<file path="src/gbfs_pkg.sv">
// Types and constants of the grid search stepper
package gbfs_pkg;

  localparam int COORD_W    = 6;
  localparam int CFG_IDX_W  = 3;
  localparam int CFG_DATA_W = 7;

  typedef enum logic [1:0] {
    FN_WRITE   = 2'd0,
    FN_RESTART = 2'd1,
    FN_STEP    = 2'd2,
    FN_READ    = 2'd3
  } func_t;

  typedef enum logic [CFG_IDX_W-1:0] {
    CFG_GRID_WIDTH  = 3'd0,
    CFG_GRID_HEIGHT = 3'd1,
    CFG_START_X     = 3'd2,
    CFG_START_Y     = 3'd3,
    CFG_END_X       = 3'd4,
    CFG_END_Y       = 3'd5
  } cfg_reg_t;

  typedef enum logic [1:0] {
    NB_XP = 2'd0,
    NB_XM = 2'd1,
    NB_YP = 2'd2,
    NB_YM = 2'd3
  } nb_t;

  typedef enum logic [1:0] {
    MAD_ITEM = 2'd0,
    MAD_POP  = 2'd1,
    MAD_NB   = 2'd2
  } mad_sel_t;

  typedef enum logic [3:0] {
    S_INIT,
    S_IDLE,
    S_RD,
    S_POP,
    S_CHK,
    S_NB,
    S_NBCHK,
    S_CLR,
    S_DONE
  } state_t;

  typedef struct packed {
    logic [1:0]         func;
    logic [COORD_W-1:0] cell_x;
    logic [COORD_W-1:0] cell_y;
    logic               wall_bit;
  } in_item_t;

  typedef struct packed {
    logic [COORD_W-1:0] node_x;
    logic [COORD_W-1:0] node_y;
    logic               search_ended;
    logic               target_found;
    logic               visited_bit;
  } out_item_t;

  typedef struct packed {
    logic     ld_item;
    mad_sel_t mad_sel;
    logic     wall_we_item;
    logic     wall_clr;
    logic     seen_clr;
    logic     seen_set;
    logic     q_rst;
    logic     q_pop;
    logic     q_push_nb;
    logic     q_push_start;
    logic     cur_ld;
    logic     cur_clr;
    logic     flags_clr;
    logic     set_ended;
    logic     set_found;
    logic     vbit_ld;
    logic     sweep_inc;
    logic     nb_rst;
    logic     nb_inc;
    logic     out_ld;
  } cmd_t;

  typedef struct packed {
    logic q_empty;
    logic ended;
    logic wall_hit;
    logic is_end;
    logic nb_in_grid;
    logic nb_last;
    logic sweep_last;
    logic out_free;
  } sts_t;

endpackage

</file>
<file path="src/gbfs_ctrl.sv">
// Sequencer of the grid search stepper
module gbfs_ctrl (
  input  logic                clk,
  input  logic                rst_n,
  input  logic                in_valid,
  output logic                in_stall,
  input  logic [1:0]          in_func,
  input  gbfs_pkg::sts_t      sts,
  output gbfs_pkg::cmd_t      cmd
);

  gbfs_pkg::state_t state_r, state_nxt;
  logic             accept;

  assign in_stall = (state_r != gbfs_pkg::S_IDLE);
  assign accept   = in_valid && (state_r == gbfs_pkg::S_IDLE);

  always_ff @(posedge clk) begin
    if (!rst_n) begin
      state_r <= gbfs_pkg::S_INIT;
    end else begin
      state_r <= state_nxt;
    end
  end

  always_comb begin
    state_nxt = state_r;
    case (state_r)
      gbfs_pkg::S_INIT: begin
        if (sts.sweep_last) state_nxt = gbfs_pkg::S_IDLE;
      end
      gbfs_pkg::S_IDLE: begin
        if (accept) begin
          case (in_func)
            gbfs_pkg::FN_WRITE:   state_nxt = gbfs_pkg::S_DONE;
            gbfs_pkg::FN_RESTART: state_nxt = gbfs_pkg::S_CLR;
            gbfs_pkg::FN_STEP: begin
              if (sts.q_empty || sts.ended) state_nxt = gbfs_pkg::S_DONE;
              else state_nxt = gbfs_pkg::S_POP;
            end
            default: state_nxt = gbfs_pkg::S_RD;
          endcase
        end
      end
      gbfs_pkg::S_RD:  state_nxt = gbfs_pkg::S_DONE;
      gbfs_pkg::S_POP: state_nxt = gbfs_pkg::S_CHK;
      gbfs_pkg::S_CHK: begin
        if (sts.wall_hit || sts.is_end) state_nxt = gbfs_pkg::S_DONE;
        else state_nxt = gbfs_pkg::S_NB;
      end
      gbfs_pkg::S_NB: begin
        if (sts.nb_in_grid) state_nxt = gbfs_pkg::S_NBCHK;
        else if (sts.nb_last) state_nxt = gbfs_pkg::S_DONE;
      end
      gbfs_pkg::S_NBCHK: begin
        if (sts.nb_last) state_nxt = gbfs_pkg::S_DONE;
        else state_nxt = gbfs_pkg::S_NB;
      end
      gbfs_pkg::S_CLR: begin
        if (sts.sweep_last) state_nxt = gbfs_pkg::S_DONE;
      end
      gbfs_pkg::S_DONE: begin
        if (sts.out_free) state_nxt = gbfs_pkg::S_IDLE;
      end
      default: state_nxt = gbfs_pkg::S_INIT;
    endcase
  end

  always_comb begin
    cmd         = '0;
    cmd.mad_sel = gbfs_pkg::MAD_ITEM;
    case (state_r)
      gbfs_pkg::S_INIT: begin
        cmd.wall_clr  = 1'b1;
        cmd.seen_clr  = 1'b1;
        cmd.sweep_inc = 1'b1;
      end
      gbfs_pkg::S_IDLE: begin
        if (accept) begin
          cmd.ld_item = 1'b1;
          case (in_func)
            gbfs_pkg::FN_WRITE: cmd.wall_we_item = 1'b1;
            gbfs_pkg::FN_RESTART: begin
              cmd.q_rst     = 1'b1;
              cmd.flags_clr = 1'b1;
              cmd.cur_clr   = 1'b1;
            end
            gbfs_pkg::FN_STEP: begin
              // an empty queue ends the search; an ended search holds
              if (sts.q_empty) cmd.set_ended = 1'b1;
              else if (!sts.ended) cmd.q_pop = 1'b1;
            end
            default: cmd.mad_sel = gbfs_pkg::MAD_ITEM;
          endcase
        end
      end
      gbfs_pkg::S_RD: cmd.vbit_ld = 1'b1;
      gbfs_pkg::S_POP: begin
        cmd.cur_ld  = 1'b1;
        cmd.mad_sel = gbfs_pkg::MAD_POP;
      end
      gbfs_pkg::S_CHK: begin
        if (!sts.wall_hit) begin
          cmd.seen_set = 1'b1;
          if (sts.is_end) begin
            cmd.set_ended = 1'b1;
            cmd.set_found = 1'b1;
          end else begin
            cmd.nb_rst = 1'b1;
          end
        end
      end
      gbfs_pkg::S_NB: begin
        cmd.mad_sel = gbfs_pkg::MAD_NB;
        if (!sts.nb_in_grid && !sts.nb_last) cmd.nb_inc = 1'b1;
      end
      gbfs_pkg::S_NBCHK: begin
        cmd.q_push_nb = !sts.wall_hit;
        cmd.nb_inc    = !sts.nb_last;
      end
      gbfs_pkg::S_CLR: begin
        cmd.seen_clr     = 1'b1;
        cmd.sweep_inc    = 1'b1;
        cmd.q_push_start = sts.sweep_last;
      end
      gbfs_pkg::S_DONE: cmd.out_ld = sts.out_free;
      default: cmd.mad_sel = gbfs_pkg::MAD_ITEM;
    endcase
  end

endmodule

</file>
<file path="config.mk">
export PLATFORM = sky130hd
export DESIGN_NAME = gbfs_ctrl
export DESIGN_NICKNAME = d
export VERILOG_FILES = /design/src/gbfs_pkg.sv /design/src/gbfs_ctrl.sv
export SDC_FILE = /design/constraint.sdc
export NUM_CORES = 1
export LEC_CHECK = 0
export BUFFER_PORTS_ARGS = -buffer_cell sky130_fd_sc_hd__buf_4
export CORE_MARGIN = 1
export CORE_UTILIZATION = 40
export CTS_CLUSTER_DIAMETER = 100
export DETAILED_ROUTE_END_ITERATION = 6
export GPL_TIMING_DRIVEN = 0
export PLACE_DENSITY = 0.83
export SYNTH_ARGS = -nofsm -noshare
export SYNTH_HDL_FRONTEND = slang
export SYNTH_SLANG_ARGS = --single-unit
</file>
<file path="constraint.sdc">
create_clock -name clk -period 1.81 [get_ports clk]
set_input_delay 0.181 -clock clk [delete_from_list [all_inputs] [get_ports clk]]
set_output_delay 0.181 -clock clk [all_outputs]
set_load 0.05 [all_outputs]
</file>
==> summary.md <==
| Metric | Value |
|---|---|
| Vias post-DR | 809 |
| Hold depth | 3 |
| Leak Pwr | 0.454 nW |
| Clk_skew | 0.000502 ns |
| Largest register FFs | 4 |
| 1st-iter DRT viols | 18 |
| Pwr dens | 1240 nW/µm² |
| Top-area cell type share of the netlist area | 15.3% |
| Vias in the first global route | 664 |
| Count of filler cells inserted in the layout | 53 |
| Setup repair after global routing missed its margin | yes |
| CTS tree | yes |
| Sequential share of the synthesized area | 15.3% |
| Avg Cell Area, Syn | 6.64 µm² |
| Initial core utilization | 45.3% |
| Post-route cell area | 1030 µm² |
| Number of max-cap violations | 0 |
| Yosys warnings | 0 |
| Post-Synth XOR/XNOR Area | 0% |
| Max_slew headroom | 65.1% |
| Unique masters post-synth | 31 |
| CTS root buffer | clkbuf_4 |
| Layout Cells excl Fill | 135 |
| Total congestion overflow | 0 |
| CTS Buffer Depth | 2 |
| Post-Synth Simple-Gate Area | 45.1% |
| Total track usage | 25.9% |
| Port bufs | 34 |
| Residual DRC | 0 |
| Final Cycle Share | 99.1% |
| First-pass GRT wire length | 2660 µm |
| Critical path endpoint category | primary output |
| Outcome | finished clean |
| H-tree Lvls | 1 |
| Top post-synthesis cells by area | dfxtp_1 15%, nor3_1 9.5%, nand2b_1 7.2%, buf_4 5.7%, nand2_1 5.7% |
| Multi-input gate area | 509 µm² |
| Die Ht | 38.2 µm |
| CP max stage cell | or4_4 |
| Row count | 12 |
| Ant diodes | 0 |
| Commonest non-fill, non-tap cell in the layout | buf_4 |
| Final RePlAce weighted congestion | 0.792 |
| I/O pins | 35 |
| Pre-antenna DRT Iters | 4 |
| Largest net degree at the start of global routing | 11 |
| CP dominant cell by count | nand2b_4 |
| Post-synthesis adder-cell area fraction | 0% |
| Die Wd | 38.2 µm |
| Initial antenna violation count | 0 |
| Worst skew pair latency | 0.23 ns |
| Worst r2r path cells | 5 |
| Largest area contributor in the netlist | dfxtp_1 |
| Post-synthesis register bit count | 4 |
| Worst-margin pin slew | 0.524 ns |
| WL per Instance | 15.6 µm |
| Ys flop type | dfxtp_1 |
| WS Path Type | flip-flop to primary output |
| Largest Register | state_r |
| Crit. path cell count | 5 |
| Biggest regs | state_r (4) |
| Post-synthesis mux area share | 0% |
| Tot Pwr | 0.00129 W |
| Final Util | 89.4% |
| Clock sink count | 4 |
| Main combinational cell family by area after synthesis | simple AND/OR/NAND/NOR gates |
| Critical-path cell list | nand2b_4, buf_6, or4_4, nand2b_4, buf_8 |
| Final HPWL DP | 1360 µm |
| Cell area after placement | 916 µm² |
| Placed instance count | 127 |
| Synth Instances | 79 |
| Post-synthesis async set-or-reset flop share | 0% |
| Final Hold Fails | 0 |
| Min Tclk post-route | 1.79 ns |
| Required time worst endpoint | 1.63 ns |
| Drt total wl | 2110 µm |
| Total die area | 1460 µm² |
| Slew Limit Fails | 0 |
| Crit path DAT | 1.61 ns |
| Routed vias/inst | 5.99 |
| Final ANT Viol Nets | 0 |
| Maximum VDD drop | 1220 µV |
| Fraction of layout cells with a size suffix above 1 | 65.3% |
| CP max stage delay | 0.55 ns |
| Endpoints failing setup | 0 |
| Area Overhead vs Synth | 97.1% |
| Delay-heaviest family, CP | simple AND/OR/NAND/NOR gates |
| Critical path peak fanout | 5 |
| Num CTS Buffers | 3 |
| Syn Std Cell Area | 524 µm² |
| Critical Path Source Type | flip-flop |
| Commonest non-fill, non-tap cells in the layout | 38 x buf_4, 7 x nand2_1, 6 x nor3_2, 6 x buf_6 |
| Post-synth EDFFs | 0 |
| Buf+Inv Stages, Crit Path | 2 |
| Clock transition at the registers of the reported paths | 0.03 ns |
| Hold/Removal Path Class | primary input to flip-flop |
| FF/Latch Area | 87.6 µm² |
| F_max | 558 MHz |
| Nets@finish | 136 |
| Post-synthesis compound-gate area fraction | 27.2% |
| Syn nets | 92 |
| Core Region | 1160 µm² |
[tightest hold or removal path, stage by stage]
cell and delay (ns):
buf_4 0.13, nand2_1 0.06, o22ai_1 0.07
[synthesized netlist by cell type, types with 2 or more instances]
| master | number |
|---|---|
| or3_1 | 2 |
| buf_4 | 4 |
| a21oi_1 | 4 |
| buf_2 | 4 |
| o21a_1 | 2 |
| o31a_1 | 2 |
| inv_1 | 3 |
| nand2b_1 | 6 |
| o22ai_1 | 3 |
| nor3_1 | 10 |
| nor4_1 | 2 |
| nand2_1 | 8 |
| dfxtp_1 | 4 |
| nor2_1 | 5 |
| nor2b_1 | 4 |
[routing by layer]
metal	up-vias	GRT usage (%)	share of wire, %
li1	365	-	-
met1	388	28.1	38
met2	48	51.7	53
met3	8	0.581	5.9
met4	0	9.82	3.1
met5	-	0	0
[kinds of logic after synthesis]
logic type | count (synthesis)
and+or+nand+nor | 44
AOI/OAI and AO/OA | 19
buffers and inverters | 12
DFF | 4
[metrics by stage]
| step | hold WS [ns] | worst slack (ns) | TNS, ns |
|---|---|---|---|
| after floorplan | 0.339 | -0.162 | -0.741 |
| after global placement | 0.469 | 0.0583 | 0 |
| after detailed placement | 0.493 | 0.0286 | 0 |
| after CTS | 0.250 | 0.00106 | 0 |
| after global routing | 0.259 | -0.0327 | -0.107 |
| final | 0.259 | 0.0166 | 0 |
[where the power goes]
part           leakage, nW  internal (W)  switching (W)
Sequential          0.0346      0.000116      0.0000438
Combinational        0.406      0.000407       0.000614
Clock               0.0138     0.0000738      0.0000313
[final timing paths]
| path | slack, ns | to | start |
|---|---|---|---|
| min | 0.26 | state_r[0] | rst_n |
| max reg2reg | 0.09 | state_r[1] | state_r[2] |
| max | 0.02 | cmd[1] | state_r[3] |
| min reg2reg | 0.71 | state_r[3] | state_r[2] |
[cell type report]
cell class	instances	area share [%]
flip-flops and latches	4	8.47
inverters	3	1.45
plain buffers	9	7.14
multi-input cells	63	49.3
clock buffers	3	2.18
repair buffers	39	29.8
well taps	14	1.69
[repair_timing]
item / 4_1_cts / 5_1_grt
gates resized for setup: 10 / 6
buffers inserted: 1 / 4
cloned: 0 / 0
hold buffers: 0 / 0
endpoints found under the setup margin: 6 / 5
pin swaps: 1 / 2
(Power assumes the default switching activity.)
